<file path="config.mk">
export PLATFORM = sky130hd
export DESIGN_NAME = vif_code_stream_framer
export DESIGN_NICKNAME = d
export VERILOG_FILES = /design/src/sv/vcsf_pkg.sv /design/src/sv/vif_code_stream_framer.sv /design/src/sv/vcsf_in_stage.sv /design/src/sv/vcsf_cmd_decode.sv /design/src/sv/vcsf_walker.sv
export SDC_FILE = /design/constraint.sdc
export NUM_CORES = 1
export LEC_CHECK = 0
export ABC_AREA = 1
export ABC_CLOCK_PERIOD_IN_PS = 10990
export BUFFER_PORTS_ARGS = -buffer_cell sky130_fd_sc_hd__buf_2
export CAP_MARGIN = 20
export CORE_UTILIZATION = 65
export CTS_BUF_LIST = sky130_fd_sc_hd__clkbuf_4 sky130_fd_sc_hd__clkbuf_8
export DETAILED_ROUTE_END_ITERATION = 12
export GPL_ROUTABILITY_DRIVEN = 0
export PLACE_DENSITY = 0.88
export RECOVER_POWER = 50
export SLEW_MARGIN = 20
export SYNTH_ARGS = -nofsm -noshare
export SYNTH_HDL_FRONTEND = slang
export SYNTH_HIERARCHICAL = 1
export SYNTH_SLANG_ARGS = --single-unit
</file>
<file path="constraint.sdc">
create_clock -name clk -period 10.99 [get_ports clk]
set_clock_uncertainty 0.1 [all_clocks]
set_input_delay 1.6485 -clock clk [delete_from_list [all_inputs] [get_ports clk]]
set_output_delay 1.6485 -clock clk [all_outputs]
set_load 0.05 [all_outputs]
</file>
<file path="src/sv/vcsf_pkg.sv">
// Shared types and constants for the VIF code stream framer.
// Used by every module of the block; no dependencies of its own.
package vcsf_pkg;

  localparam int unsigned WORD_W  = 32;
  localparam int unsigned COUNT_W = 9;
  localparam int unsigned REM_W   = 11;
  localparam int unsigned CMD_W   = 7;

  // command codes, interrupt bit already dropped
  localparam logic [CMD_W-1:0] CMD_NOP         = 7'h00;
  localparam logic [CMD_W-1:0] CMD_STCYCL      = 7'h01;
  localparam logic [CMD_W-1:0] CMD_IMM_A_FIRST = 7'h02;
  localparam logic [CMD_W-1:0] CMD_IMM_A_LAST  = 7'h07;
  localparam logic [CMD_W-1:0] CMD_IMM_B_FIRST = 7'h10;
  localparam logic [CMD_W-1:0] CMD_IMM_B_LAST  = 7'h17;
  localparam logic [CMD_W-1:0] CMD_STMASK      = 7'h20;
  localparam logic [CMD_W-1:0] CMD_STROW       = 7'h30;
  localparam logic [CMD_W-1:0] CMD_STCOL       = 7'h31;
  localparam logic [CMD_W-1:0] CMD_UNPACK      = 7'h60;
  localparam logic [CMD_W-1:0] CMD_TOP         = 7'h7F;

  // vl codes of an UNPACK
  localparam logic [1:0] VL_32   = 2'd0;
  localparam logic [1:0] VL_16   = 2'd1;
  localparam logic [1:0] VL_8    = 2'd2;
  localparam logic [1:0] VL_PACK = 2'd3;

  localparam logic [REM_W-1:0] STMASK_WORDS = 11'd1;
  localparam logic [REM_W-1:0] STROW_WORDS  = 11'd4;
  localparam logic [8:0]       ZERO_MEANS   = 9'd256;

  typedef enum logic [1:0] {
    PH_CMD     = 2'd0,
    PH_INLINE  = 2'd1,
    PH_PAYLOAD = 2'd2
  } phase_t;

  typedef enum logic [1:0] {
    KIND_CMD     = 2'd0,
    KIND_INLINE  = 2'd1,
    KIND_PAYLOAD = 2'd2,
    KIND_IGNORED = 2'd3
  } kind_t;

  typedef enum logic [2:0] {
    SHAPE_OTHER     = 3'd0,
    SHAPE_ANCHORS   = 3'd1,
    SHAPE_POSITIONS = 3'd2,
    SHAPE_COLORS    = 3'd3,
    SHAPE_UVS       = 3'd4
  } shape_t;

  typedef enum logic [2:0] {
    ST_OK      = 3'd0,
    ST_FILL    = 3'd1,
    ST_PACKED  = 3'd2,
    ST_UNKNOWN = 3'd3,
    ST_TRUNC   = 3'd4
  } status_t;

  // decoded command word
  typedef struct packed {
    logic               starts;   // command opens a data run
    phase_t             phase;
    logic [REM_W-1:0]   rem;
    shape_t             shape;
    logic [COUNT_W-1:0] count;
    status_t            status;
    logic               halt;
  } dec_t;

  // one result item
  typedef struct packed {
    kind_t              word_kind;
    shape_t             unpack_shape;
    logic [COUNT_W-1:0] element_count;
    logic [REM_W-1:0]   words_remaining;
    status_t            status;
    logic               halted;
  } res_t;

endpackage

</file>
<file path="src/sv/vif_code_stream_framer.sv">
// Top level of the VIF code stream framer: input register, walker, result register.
// Depends on vcsf_pkg, vcsf_in_stage and vcsf_walker.
//
//   channel  direction  handshake              payload
//   in_      request    in_valid / in_stall    in_word[31:0], in_last
//   out_     result     out_valid / out_stall  word_kind, unpack_shape, element_count,
//                                              words_remaining, status, halted
//
// Each word passes from acceptance through the input register, then through the
// decode and walk logic into the result register. One word is accepted every cycle
// while in_stall is low; the walk state register is the only loop.
// Reset (rst_n low, synchronous) empties both registers and returns the walk
// to expecting a command. A stall on out_ holds the result; in_stall rises
// only when the input register holds a word that cannot move on.
module vif_code_stream_framer (
  input  logic                         clk,
  input  logic                         rst_n,
  input  logic                         in_valid,
  output logic                         in_stall,
  input  logic [vcsf_pkg::WORD_W-1:0]  in_word,
  input  logic                         in_last,
  output logic                         out_valid,
  input  logic                         out_stall,
  output logic [1:0]                   out_word_kind,
  output logic [2:0]                   out_unpack_shape,
  output logic [vcsf_pkg::COUNT_W-1:0] out_element_count,
  output logic [vcsf_pkg::REM_W-1:0]   out_words_remaining,
  output logic [2:0]                   out_status,
  output logic                         out_halted
);
  import vcsf_pkg::*;

  logic              stage_valid;
  logic [WORD_W-1:0] stage_word;
  logic              stage_last;
  logic              out_free;
  logic              fire;
  res_t              res;
  logic              out_valid_r;
  res_t              out_res_r;

  // result slot can take a word when empty or being emptied
  assign out_free = ~out_valid_r | ~out_stall;
  assign fire     = stage_valid & out_free;

  vcsf_in_stage u_in (
    .clk         (clk),
    .rst_n       (rst_n),
    .in_valid    (in_valid),
    .in_stall    (in_stall),
    .in_word     (in_word),
    .in_last     (in_last),
    .out_free    (out_free),
    .stage_valid (stage_valid),
    .stage_word  (stage_word),
    .stage_last  (stage_last)
  );

  // walk state advances only when the word moves into the result register
  vcsf_walker u_walk (
    .clk   (clk),
    .rst_n (rst_n),
    .fire  (fire),
    .word  (stage_word),
    .last  (stage_last),
    .res   (res)
  );

  always_ff @(posedge clk) begin
    if (!rst_n) begin
      out_valid_r <= 1'b0;
    end else if (out_free) begin
      out_valid_r <= stage_valid;
    end
  end

  always_ff @(posedge clk) begin
    if (fire) begin
      out_res_r <= res;
    end
  end

  assign out_valid           = out_valid_r;
  assign out_word_kind       = out_res_r.word_kind;
  assign out_unpack_shape    = out_res_r.unpack_shape;
  assign out_element_count   = out_res_r.element_count;
  assign out_words_remaining = out_res_r.words_remaining;
  assign out_status          = out_res_r.status;
  assign out_halted          = out_res_r.halted;

  // any non-ok status stops the walk on that same word
  a_status_halts : assert property (@(posedge clk) disable iff (!rst_n)
    out_valid && out_status != ST_OK |-> out_halted)
    else $error("non-ok status without halt");

  // ignored words carry no shape, count or remaining words
  a_ignored_clean : assert property (@(posedge clk) disable iff (!rst_n)
    out_valid && out_word_kind == KIND_IGNORED |->
      out_halted && out_unpack_shape == SHAPE_OTHER &&
      out_element_count == '0 && out_words_remaining == '0)
    else $error("ignored word carries payload fields");

  // element count appears only on an UNPACK command word
  a_count_on_cmd : assert property (@(posedge clk) disable iff (!rst_n)
    out_valid && out_element_count != '0 |->
      out_word_kind == KIND_CMD && out_unpack_shape != SHAPE_OTHER ||
      out_valid && out_element_count != '0 && out_word_kind == KIND_CMD)
    else $error("element count outside an unpack command word");

  // the input side stalls only behind a held word
  a_stall_cause : assert property (@(posedge clk) disable iff (!rst_n)
    in_stall |-> stage_valid && out_valid && out_stall)
    else $error("input stalled without a held word");

endmodule

</file>
<file path="src/sv/vcsf_in_stage.sv">
// Input register of the VIF code stream framer: holds one word and its flag.
// Depends on vcsf_pkg.
module vcsf_in_stage (
  input  logic                        clk,
  input  logic                        rst_n,
  input  logic                        in_valid,
  output logic                        in_stall,
  input  logic [vcsf_pkg::WORD_W-1:0] in_word,
  input  logic                        in_last,
  input  logic                        out_free,
  output logic                        stage_valid,
  output logic [vcsf_pkg::WORD_W-1:0] stage_word,
  output logic                        stage_last
);
  import vcsf_pkg::*;

  logic                valid_r;
  logic [WORD_W-1:0]   word_r;
  logic                last_r;

  // hold while the held request cannot move on
  assign in_stall = valid_r & ~out_free;

  always_ff @(posedge clk) begin
    if (!rst_n) begin
      valid_r <= 1'b0;
    end else if (!in_stall) begin
      valid_r <= in_valid;
    end
  end

  always_ff @(posedge clk) begin
    if (in_valid && !in_stall) begin
      word_r <= in_word;
      last_r <= in_last;
    end
  end

  assign stage_valid = valid_r;
  assign stage_word  = word_r;
  assign stage_last  = last_r;

endmodule

</file>
<file path="src/sv/vcsf_cmd_decode.sv">
// Command word decoder: command class, data length, shape and halt reason.
// Depends on vcsf_pkg.
module vcsf_cmd_decode (
  input  logic [vcsf_pkg::WORD_W-1:0] word,
  output vcsf_pkg::dec_t              dec
);
  import vcsf_pkg::*;

  logic [7:0]         imm_lo;
  logic [7:0]         imm_hi;
  logic [7:0]         num;
  logic [CMD_W-1:0]   cmd;
  logic [1:0]         vn;
  logic [1:0]         vl;
  logic [8:0]         cl;
  logic [8:0]         wl;
  logic [COUNT_W-1:0] n;
  logic [11:0]        prod;
  logic [11:0]        words;
  shape_t             shape;

  assign imm_lo = word[7:0];
  assign imm_hi = word[15:8];
  assign num    = word[23:16];
  assign cmd    = word[30:24];
  assign vn     = cmd[3:2];
  assign vl     = cmd[1:0];

  assign cl = (imm_lo == 8'd0) ? ZERO_MEANS : {1'b0, imm_lo};
  assign wl = (imm_hi == 8'd0) ? ZERO_MEANS : {1'b0, imm_hi};
  assign n  = (num == 8'd0) ? ZERO_MEANS : {1'b0, num};

  // elements times components, then round up to whole words
  assign prod = 12'(n) * 12'({1'b0, vn} + 3'd1);

  always_comb begin
    unique case (vl)
      VL_32:   words = prod;
      VL_16:   words = (prod + 12'd1) >> 1;
      default: words = (prod + 12'd3) >> 2;
    endcase
  end

  always_comb begin
    shape = SHAPE_OTHER;
    if (vn == 2'd3 && vl == VL_32)      shape = SHAPE_ANCHORS;
    else if (vn == 2'd2 && vl == VL_16) shape = SHAPE_POSITIONS;
    else if (vn == 2'd2 && vl == VL_8)  shape = SHAPE_COLORS;
    else if (vn == 2'd1 && vl == VL_16) shape = SHAPE_UVS;
  end

  always_comb begin
    dec = '0;
    dec.phase  = PH_CMD;
    dec.shape  = SHAPE_OTHER;
    dec.status = ST_OK;
    unique case (cmd) inside
      CMD_NOP, [CMD_IMM_A_FIRST:CMD_IMM_A_LAST], [CMD_IMM_B_FIRST:CMD_IMM_B_LAST]: begin
        dec.starts = 1'b0;
      end
      CMD_STCYCL: begin
        // fill mode: write length above cycle length
        if (wl > cl) begin
          dec.status = ST_FILL;
          dec.halt   = 1'b1;
        end
      end
      CMD_STMASK, CMD_STROW, CMD_STCOL: begin
        dec.starts = 1'b1;
        dec.phase  = PH_INLINE;
        dec.rem    = (cmd == CMD_STMASK) ? STMASK_WORDS : STROW_WORDS;
      end
      [CMD_UNPACK:CMD_TOP]: begin
        if (vl == VL_PACK) begin
          dec.status = ST_PACKED;
          dec.halt   = 1'b1;
        end else begin
          dec.starts = 1'b1;
          dec.phase  = PH_PAYLOAD;
          dec.rem    = words[REM_W-1:0];
          dec.shape  = shape;
          dec.count  = n;
        end
      end
      default: begin
        dec.status = ST_UNKNOWN;
        dec.halt   = 1'b1;
      end
    endcase
  end

endmodule

</file>
<file path="src/sv/vcsf_walker.sv">
// Stream walk state and per-word labelling of the VIF code stream framer.
// Depends on vcsf_pkg and vcsf_cmd_decode.
module vcsf_walker (
  input  logic                        clk,
  input  logic                        rst_n,
  input  logic                        fire,
  input  logic [vcsf_pkg::WORD_W-1:0] word,
  input  logic                        last,
  output vcsf_pkg::res_t              res
);
  import vcsf_pkg::*;

  phase_t           phase_r, phase_nxt;
  logic [REM_W-1:0] left_r, left_nxt;
  shape_t           shape_r, shape_nxt;
  logic             stopped_r, stopped_nxt;

  dec_t             dec;
  logic [REM_W-1:0] data_rem;
  logic             in_data;

  vcsf_cmd_decode u_dec (
    .word (word),
    .dec  (dec)
  );

  assign in_data  = (phase_r == PH_INLINE) || (phase_r == PH_PAYLOAD);
  assign data_rem = (left_r != '0) ? left_r - REM_W'(1) : '0;

  // label the word
  always_comb begin
    res = '0;
    res.word_kind    = KIND_CMD;
    res.unpack_shape = SHAPE_OTHER;
    res.status       = ST_OK;
    if (stopped_r) begin
      res.word_kind = KIND_IGNORED;
      res.halted    = 1'b1;
    end else if (in_data) begin
      res.word_kind       = (phase_r == PH_INLINE) ? KIND_INLINE : KIND_PAYLOAD;
      res.unpack_shape    = (phase_r == PH_PAYLOAD) ? shape_r : SHAPE_OTHER;
      res.words_remaining = data_rem;
      if (data_rem != '0 && last) begin
        res.status = ST_TRUNC;
        res.halted = 1'b1;
      end
    end else begin
      res.unpack_shape    = dec.shape;
      res.element_count   = dec.count;
      res.words_remaining = dec.rem;
      res.status          = dec.status;
      res.halted          = dec.halt;
      if (!dec.halt && dec.rem != '0 && last) begin
        res.status = ST_TRUNC;
        res.halted = 1'b1;
      end
    end
  end

  // advance the walk
  always_comb begin
    phase_nxt   = phase_r;
    left_nxt    = left_r;
    shape_nxt   = shape_r;
    stopped_nxt = stopped_r;
    if (fire) begin
      if (!stopped_r) begin
        if (in_data) begin
          left_nxt = data_rem;
          if (data_rem == '0) begin
            phase_nxt = PH_CMD;
            shape_nxt = SHAPE_OTHER;
          end
        end else if (!dec.halt && dec.starts) begin
          phase_nxt = dec.phase;
          left_nxt  = dec.rem;
          shape_nxt = dec.shape;
        end
        if (res.halted) stopped_nxt = 1'b1;
      end
      // drop all walk state at the end of a stream
      if (last) begin
        phase_nxt   = PH_CMD;
        left_nxt    = '0;
        shape_nxt   = SHAPE_OTHER;
        stopped_nxt = 1'b0;
      end
    end
  end

  always_ff @(posedge clk) begin
    if (!rst_n) begin
      phase_r   <= PH_CMD;
      left_r    <= '0;
      shape_r   <= SHAPE_OTHER;
      stopped_r <= 1'b0;
    end else begin
      phase_r   <= phase_nxt;
      left_r    <= left_nxt;
      shape_r   <= shape_nxt;
      stopped_r <= stopped_nxt;
    end
  end

endmodule

</file>
==> impl_metrics.json, run 1 <==
{
  "drtIter0Drc": 463,
  "cts_buffers": 9,
  "crit_path_top_delay_cell": "clkbuf_1",
  "grt_pass1_vias": 4978,
  "via_per_inst": 5.71,
  "hold_start": "u_walk/left_r[0]$_SDFFE_PN0P_",
  "worst-setup-path-type": "in2reg",
  "synth_area_per_cell_um2": 7.61,
  "power_density_nw_per_um2": 134,
  "hpwl_um": 9760,
  "period_minus_slack_ps": 5030,
  "placed_area_um2": 6130,
  "reg2reg_from": "u_in/stage_word[26]$_DFFE_PP_",
  "syn_inst": 754,
  "track_usage_pct": 30.4,
  "slew_headroom_pct": -18.3,
  "clock-sinks": 80,
  "min_to": "u_walk/left_r[0]$_SDFFE_PN0P_",
  "grt_max_degree": 33,
  "gr-total-overflow": 0,
  "stdcell_area_um2": 6320,
  "start_util_pct": 68.4,
  "worstHoldPathType": "reg2reg",
  "drive_above_1_share_pct": 17.3,
  "cpMostUsedCell": "a21oi_1",
  "portBuffers": 66,
  "worstPathRequired_ps": 11120,
  "fin_setup_tns_ps": 0,
  "p_leak_nw": 3.00,
  "setup_viol": 0,
  "diodes": 0,
  "firstDrtPassIters": 9,
  "core_area_um2": 8380,
  "max_stage_delay_ps": 1300,
  "routed_wl_um": 13200,
  "cts_resized": 0,
  "pin_count": 68,
  "drc_errors": 0,
  "final_common_cell": "nand2_1",
  "maxCapViolations": 2,
  "grt_pass1_wl_um": 21600,
  "cts_setup_buffers": 0,
  "holdPathStages": 2,
  "clk_latency_ps": 350,
  "rsz0062_at_grt": "no",
  "crit_fanout": 30,
  "hold_buffers": 0,
  "die_h_um": 95.9,
  "cts.path.max_buffers": 2,
  "yosys_warnings": 6,
  "hold_violations": 0,
  "cp-start-kind": "input port",
  "ant_nets": 0,
  "die_area_um2": 9200,
  "h-tree-depth": 3,
  "r2r_slack_ps": 6160,
  "nNetsFinal": 887,
  "syn-cell-area_um2": 5730,
  "arrival_ps": 5160,
  "rows": 33,
  "final_cell_mix": "nand2_1 (164), inv_1 (121), nor2_1 (79), buf_2 (64)",
  "reg2reg_to": "out_halted$_DFFE_PP_",
  "drv_slew": 64,
  "area_delta_synth_final_pct": 10.3,
  "tritoncts": "done",
  "cts-root-buf": "clkbuf_8",
  "worstPathCellList": "clkbuf_1 > a21oi_1 > clkbuf_1 > inv_1 > a21oi_1 > clkinv_1 > nand2_1 > a21oi_1",
  "fillers": 610,
  "end_kind": "register",
  "tightest_slew_ps": 1770,
  "fmax_mhz": 199,
  "status": "complete, but fails checks",
  "clk_pin_slew_ps": 90,
  "die_w_um": 95.9,
  "period_share_pct": 45.8,
  "reg2regPathDepth": 22,
  "irDropWorstVdd_mv": 0.0964,
  "antenna_found_initial": 0,
  "dr_total_vias": 5256,
  "violations": "max-capacitance violations, max-slew violations",
  "wl_per_cell_um": 14.3,
  "synth_nets": 830
}
[metal layers]
layer / GRT usage (%) / vias to the layer above / wire length (um)
li1: - / 2542 / -
met5: 0 / - / 0
met4: 13.2 / 0 / 338
met3: 4.98 / 45 / 1050
met1: 35.4 / 2370 / 5250
met2: 54.9 / 299 / 6540
[worst max path at each step]
stage / startpoint / end / slack, ps
detailed placement: u_in/stage_word[26]$_DFFE_PP_ / out_halted$_DFFE_PP_ / 6250
global route: u_in/stage_word[26]$_DFFE_PP_ / u_walk/stopped_r$_SDFFE_PN0P_ / 5770
global placement: u_in/stage_word[26]$_DFFE_PP_ / out_halted$_DFFE_PP_ / 6360
finish: out_stall / u_walk/left_r[1]$_SDFFE_PN0P_ / 5960
CTS: u_in/stage_word[26]$_DFFE_PP_ / out_halted$_DFFE_PP_ / 6270
floorplan: out_stall / u_walk/left_r[5]$_SDFFE_PN0P_ / 6680
[critical path: cells and delay by family]
kind                   cells  cell delay [ps]
buffers and inverters      4             2190
AOI/OAI and AO/OA          3             1120
and+or+nand+nor            1              200
[metrics by stage]
| stage | hold slack (ps) | worst slack (ps) | power (mW) | cells | utilization [%] |
|---|---|---|---|---|---|
| after floorplan | 343 | 6680 | 0.551 | 754 | - |
| after global placement | 356 | 6360 | 0.593 | 905 | 73.1 |
| after detailed placement | 366 | 6250 | 0.603 | 905 | 73.1 |
| after CTS | 389 | 6270 | 0.847 | 921 | 75.8 |
| after global routing | 405 | 5770 | 0.889 | 921 | 75.4 |
| final | 398 | 5960 | 0.848 | 921 | 75.4 |
[cell type report]
cell class                      count  area (um2)  area share, %
Tap cell                          105         131           2.08
Inverter                          130         488           7.72
Clock inverter                      7         101           1.60
Sequential cell                    80        2210           35.0
Timing Repair Buffer               68         335           5.30
Clock buffer                        9         124           1.96
Multi-Input combinational cell    522        2930           46.4
[state kept, by name, indices dropped and copies added, names as in the netlist]
register             flops
u_in/stage_word         31
out_words_remaining     11
u_walk/left_r           11
out_element_count        9
out_status               3
out_unpack_shape         3
u_walk/shape_r           3
out_word_kind            2
u_walk/phase_r           2
out_halted               1
out_valid                1
u_in/stage_last          1
u_in/stage_valid         1
u_walk/stopped_r         1
[where the power goes]
group	total (mW)	internal [mW]	switching, mW	leakage, nW
combinational	0.245	0.0723	0.172	2.14
clock	0.245	0.131	0.114	0.114
sequential	0.358	0.347	0.0118	0.747
No activity file was read; power rests on OpenSTA's default activity.
==> run 2: changes to the inputs <==
--- a/config.mk
+++ b/config.mk
@@ -5,15 +5,15 @@
 export SDC_FILE = /design/constraint.sdc
 export NUM_CORES = 1
 export LEC_CHECK = 0
-export ABC_AREA = 1
-export ABC_CLOCK_PERIOD_IN_PS = 10990
+export ABC_AREA = 0
+export ABC_CLOCK_PERIOD_IN_PS = 5200
 export BUFFER_PORTS_ARGS = -buffer_cell sky130_fd_sc_hd__buf_2
 export CAP_MARGIN = 20
-export CORE_UTILIZATION = 65
+export CORE_UTILIZATION = 61
 export CTS_BUF_LIST = sky130_fd_sc_hd__clkbuf_4 sky130_fd_sc_hd__clkbuf_8
 export DETAILED_ROUTE_END_ITERATION = 12
 export GPL_ROUTABILITY_DRIVEN = 0
-export PLACE_DENSITY = 0.88
+export PLACE_DENSITY = 0.83
 export RECOVER_POWER = 50
 export SLEW_MARGIN = 20
 export SYNTH_ARGS = -nofsm -noshare
==> constraint.sdc (replaced) <==
create_clock -name clk -period 5.2 [get_ports clk]
set_clock_uncertainty 0.1 [all_clocks]
set_input_delay 0.78 -clock clk [delete_from_list [all_inputs] [get_ports clk]]
set_output_delay 0.78 -clock clk [all_outputs]
set_load 0.05 [all_outputs]
==> run 2 against run 1 <==
The flow still finishes with violations (max-capacitance violations, max-slew violations). Die area up 7.6%. Total power up 97%. Cell count shrank 13%. Hold slack better by 27 ps. Utilization fell by 5.4 points. Wire length increased by 1.4%. Sequential power grew 110%. Global-route usage fell by 2.9 points. First-iteration DRC count down 0.22%.
==> impl_metrics.json, run 2 <==
{
  "yosys_warnings": 6,
  "gr-total-overflow": 0,
  "hpwl_um": 9650,
  "power_density_nw_per_um2": 258,
  "status": "complete, but fails checks",
  "synth_nets": 680,
  "setup_viol": 0,
  "sw_frac_of_total_pct": 33.7,
  "p_sw_uw": 563,
  "die_w_um": 99.5,
  "end_kind": "register",
  "drive_above_1_share_pct": 23.2,
  "synth_area_per_cell_um2": 9.60,
  "cts.path.max_buffers": 2,
  "period_minus_slack_ps": 5060,
  "syn_inst": 604,
  "clockPowerShare_pct": 24.7,
  "firstDrtPassIters": 6,
  "cts_buffers": 9,
  "tritoncts": "done",
  "fillers": 693,
  "track_usage_pct": 27.5,
  "drv_slew": 67,
  "crit_fanout": 7,
  "routed_wl_um": 13400,
  "via_per_inst": 6.15,
  "fmax_mhz": 197,
  "antenna_found_initial": 0,
  "ant_nets": 0,
  "largest_reg_flops": 31,
  "worst-setup-path-type": "reg2reg",
  "utilization_pct": 70.1,
  "clock-sinks": 80,
  "worstPathRequired_ps": 5180,
  "pwr-share-seq_pct": 45.2,
  "clk_pin_slew_ps": 90,
  "clk_latency_ps": 350,
  "h-tree-depth": 3,
  "grt_pass1_wl_um": 21500,
  "finalPower_mw": 1.67,
  "hold_start": "u_in/stage_valid$_SDFFE_PN0N_",
  "dr_total_vias": 4910,
  "area_delta_synth_final_pct": 11.7,
  "pin_count": 68,
  "cp-start-kind": "register",
  "start_util_pct": 62.7,
  "core_area_um2": 9240,
  "reg2reg_from": "u_in/stage_word[26]$_DFFE_PP_",
  "rows": 35,
  "dp.cells": 779,
  "nNetsFinal": 740,
  "period_share_pct": 97.4,
  "syn-cell-area_um2": 5800,
  "grt_max_degree": 41,
  "p_leak_nw": 2.63,
  "grt_pass1_vias": 4667,
  "maxCapViolations": 2,
  "worstHoldPathType": "reg2reg",
  "diodes": 0,
  "tightest_slew_ps": 1820,
  "portBuffers": 66,
  "p_comb_share_pct": 30.0,
  "final_cell_mix": "buf_2 (66), edfxtp_1 (61), nand2_1 (51), nor2_1 (50)",
  "hold_violations": 0,
  "drtIter0Drc": 462,
  "stdcell_count": 798,
  "crit_start": "u_in/stage_word[26]$_DFFE_PP_",
  "arrival_ps": 5050,
  "wl_per_cell_um": 16.7,
  "final_common_cell": "buf_2",
  "die_h_um": 99.5,
  "p_int_mw": 1.11,
  "drc_errors": 0,
  "irDropWorstVdd_mv": 0.157,
  "die_area_um2": 9900,
  "cts-root-buf": "clkbuf_8",
  "setup_slack_ps": 135,
  "slew_headroom_pct": -21.5,
  "violations": "max-capacitance violations, max-slew violations",
  "pre_cts_slack_ps": 3.34,
  "fin_setup_tns_ps": 0
}
-- run 2: cell count changes in the layout (fill, tap and decap cells not counted), sizes merged, moves of 17 or more --
cell	change
and2	+38
buf	+17
inv	-92
nand2	-135
nand3	-47
nor2	-48
-- run 2: area by class of cell --
type	count	area, um2	area share [%]
clock buffers	12	146	2.26
clock inverters	4	28.8	0.445
inverters	39	146	2.26
multi-input cells	451	3330	51.4
flip-flops and latches	80	2210	34.2
well taps	129	161	2.49
repair buffers	83	450	6.96
-- run 2: timing repair --
item | in CTS | in global routing
pin swaps | 0 | 5
hold buffers | 0 | 0
endpoints found under the setup margin | 2 | 5
resized for setup | 1 | 19
setup buffers | 0 | 3
gates cloned | 0 | 0
-- run 2: worst paths after layout --
| kind | to | slack, ps | depth (start not counted) |
|---|---|---|---|
| worst max-delay path | out_halted$_DFFE_PP_ | 140 | 19 |
| worst min-delay path | out_valid$_SDFFE_PN0P_ | 430 | 2 |
| worst max register to register | out_halted$_DFFE_PP_ | 140 | 19 |
| worst min register to register | out_valid$_SDFFE_PN0P_ | 430 | 2 |
-- run 2: metal layers --
metal	GRT usage (%)	part of all wire [%]
met1	34.7	41
met2	46.0	49
met3	5.69	6.5
met4	11.3	3.5
met5	0	0
-- run 2: power groups by stage --
stage | clock network (mW) | registers [mW] | logic, mW
floorplan | 0 | 0.804 | 0.327
global placement | 0 | 0.764 | 0.457
detailed placement | 0 | 0.766 | 0.473
CTS | 0.422 | 0.751 | 0.478
global route | 0.445 | 0.759 | 0.542
finish | 0.413 | 0.755 | 0.501
-- run 2: worst max-delay path, cell delays in order (launching register included) --
cell and delay (ps):
edfxtp_1 540, inv_2 100, ha_4 260, and2_1 170, fa_1 470, ha_2 220, fa_2 460, xor2_4 190
o211ai_4 100, nor4_4 260, buf_4 190, nand2_1 60, a31o_1 210, a2111oi_2 390, a211oi_2 100, nor4_2 330
nand3_1 150, a21o_1 210, a21oi_2 160, o31ai_1 100
-- run 2: through the flow --
step / cell area [um2] / hold WS, ps
global placement: 6200 / 387
floorplan: 5800 / 373
finish: 6470 / 425
CTS: 6380 / 427
global route: 6470 / 445
detailed placement: 6200 / 410
==> run 3: changes to the inputs <==
--- a/config.mk
+++ b/config.mk
@@ -9,6 +9,7 @@
 export ABC_CLOCK_PERIOD_IN_PS = 5200
 export BUFFER_PORTS_ARGS = -buffer_cell sky130_fd_sc_hd__buf_2
 export CAP_MARGIN = 20
+export CORE_ASPECT_RATIO = 1.75
 export CORE_UTILIZATION = 61
 export CTS_BUF_LIST = sky130_fd_sc_hd__clkbuf_4 sky130_fd_sc_hd__clkbuf_8
 export DETAILED_ROUTE_END_ITERATION = 12
==> run 3 against run 2 <==
The run still ends with max-capacitance violations, max-slew violations left. Setup slack gained 83 ps. Hold slack barely moved. Fmax up 1.7%. Register-to-register slack improved by 80 ps. Largest cell class unchanged. Highest routed layer unchanged.
==> impl_metrics.json, run 3 (synthesis gave the netlist of run 2 again) <==
{
  "die_w_um": 75.7,
  "tritoncts": "done",
  "grt_pass1_wl_um": 21300,
  "arrival_ps": 4980,
  "drv_slew": 65,
  "p_comb_share_pct": 30.0,
  "pin_count": 68,
  "cts_buffers": 9,
  "clk_pin_slew_ps": 90,
  "rows": 46,
  "drtIter0Drc": 240,
  "crit_family": "simple AND/OR/NAND/NOR gates",
  "ant_nets": 0,
  "final_cell_mix": "buf_2 (65), edfxtp_1 (61), nand2_1 (51), nor2_1 (50), inv_1 (38)",
  "drive_above_1_share_pct": 24.0,
  "worstPathRequired_ps": 5200,
  "grt_pass1_vias": 4883,
  "cts.path.max_buffers": 2,
  "endpoint": "out_halted$_DFFE_PP_",
  "dr_total_vias": 4869,
  "worstHoldPathType": "reg2reg",
  "final_common_cell": "buf_2",
  "dp.cells": 787,
  "clock-sinks": 80,
  "period_minus_slack_ps": 4980,
  "core_area_um2": 9150,
  "cp-start-kind": "register",
  "die_area_um2": 9910,
  "die_h_um": 131,
  "portBuffers": 66,
  "sw_frac_of_total_pct": 33.2,
  "maxCapViolations": 2,
  "hold_violations": 0,
  "drc_errors": 0,
  "via_per_inst": 6.06,
  "irDropWorstVdd_mv": 0.158,
  "routed_wl_um": 13400,
  "h-tree-depth": 3,
  "cts-root-buf": "clkbuf_8",
  "largest_reg_flops": 31,
  "cp_num_cells": 20,
  "start_util_pct": 63.4,
  "clk_latency_ps": 360,
  "pwr-share-seq_pct": 43.2,
  "crit_path_top_delay_cell": "fa_1",
  "reg2reg_from": "u_in/stage_word[27]$_DFFE_PP_",
  "tightest_slew_ps": 1680,
  "stdcell_count": 804,
  "firstDrtPassIters": 5,
  "track_usage_pct": 28.4,
  "clockPowerShare_pct": 26.8,
  "status": "complete, but fails checks",
  "slew_headroom_pct": -11.9,
  "violations": "max-capacitance violations, max-slew violations",
  "hold_buffers": 0,
  "antenna_found_initial": 0,
  "wl_per_cell_um": 16.6,
  "worstPathCellList": "inv_1 > ha_1 > buf_4 > nand2_1 > fa_1 > inv_1 > buf_4 > ha_4 > a21oi_1 > nand4b_1 > and3_2 > nor3_2 > nor3_1 > a311oi_1 > a2bb2oi_2 > nor4_2 > nand3_1 > a21o_1 > a21oi_2 > o31ai_1",
  "nNetsFinal": 755,
  "reg2regPathDepth": 20,
  "grt_max_degree": 40,
  "end_kind": "register",
  "worst-setup-path-type": "reg2reg",
  "area_delta_synth_final_pct": 13.7,
  "r2r_slack_ps": 220,
  "reg2reg_to": "out_halted$_DFFE_PP_",
  "setup_viol": 0,
  "max_stage_delay_ps": 530,
  "gr-total-overflow": 0,
  "hpwl_um": 10200,
  "p_int_mw": 1.16,
  "critPathBufInv": 4,
  "crit_fanout": 7,
  "crit_start": "u_in/stage_word[27]$_DFFE_PP_",
  "fmax_mhz": 201,
  "diodes": 0,
  "period_share_pct": 95.8,
  "power_density_nw_per_um2": 265,
  "pre_cts_slack_ps": 43.5,
  "p_sw_uw": 580,
  "p_leak_nw": 2.71,
  "setup_slack_ps": 218
}
==> run 3: cell type report <==
type / count / area (um2)
multi-input combinational: 451 / 3310
sequential: 80 / 2210
clock buffer: 9 / 124
inverter: 39 / 146
timing repair buffer: 98 / 574
tap: 120 / 150
clock inverter: 7 / 77.6
fill: 668 / 2560
==> run 3: per-layer routing <==
layer  global-route usage [%]  routed length [um]
met3                     5.44                 446
met2                     51.6                7300
met5                        0                   0
met4                     22.5                 860
met1                     26.6                4740
==> run 3: worst min-delay path by stage <==
stage	startpoint	to	slack (ps)	cells after the start
after global placement	u_in/stage_valid$_SDFFE_PN0N_	out_valid$_SDFFE_PN0P_	380	2
after floorplan	u_in/stage_valid$_SDFFE_PN0N_	out_valid$_SDFFE_PN0P_	370	2
final	u_walk/left_r[10]$_SDFFE_PN0P_	u_walk/left_r[10]$_SDFFE_PN0P_	430	2
after detailed placement	u_walk/left_r[10]$_SDFFE_PN0P_	u_walk/left_r[10]$_SDFFE_PN0P_	410	2
after global routing	u_in/stage_valid$_SDFFE_PN0N_	out_valid$_SDFFE_PN0P_	450	2
after CTS	u_walk/left_r[10]$_SDFFE_PN0P_	u_walk/left_r[10]$_SDFFE_PN0P_	430	2
==> run 3: power by group through the flow <==
stage | logic [mW] | registers [mW] | clock network, mW
4_1_cts | 0.506 | 0.752 | 0.472
2_1_floorplan | 0.327 | 0.804 | 0
3_3_place_gp | 0.487 | 0.765 | 0
5_1_grt | 0.566 | 0.759 | 0.494
6_report | 0.524 | 0.754 | 0.467
3_5_place_dp | 0.502 | 0.767 | 0
==> run 3: through the flow <==
stage	utilization [%]	hold WS (ps)	instance area (um2)	power (mW)	TNS, ps
final	72.1	425	6590	1.74	0
after floorplan	-	373	5800	1.13	0
after global placement	69.2	384	6330	1.25	0
after CTS	71.4	425	6530	1.73	0
after global routing	72.1	447	6590	1.82	-6.83
after detailed placement	69.2	413	6330	1.27	0
==> run 3: repair_timing <==
action                                  in CTS  in global routing
buffers inserted                             0                  1
endpoints found under the hold margin        0                  0
endpoints found under the setup margin       0                  5
gates resized for setup                      0                 13
==> run 3: worst min-delay path, cell delays in order (launching register included) <==
cell     delay (ps)
dfxtp_1         350
nand3_1          70
o21ai_0          70
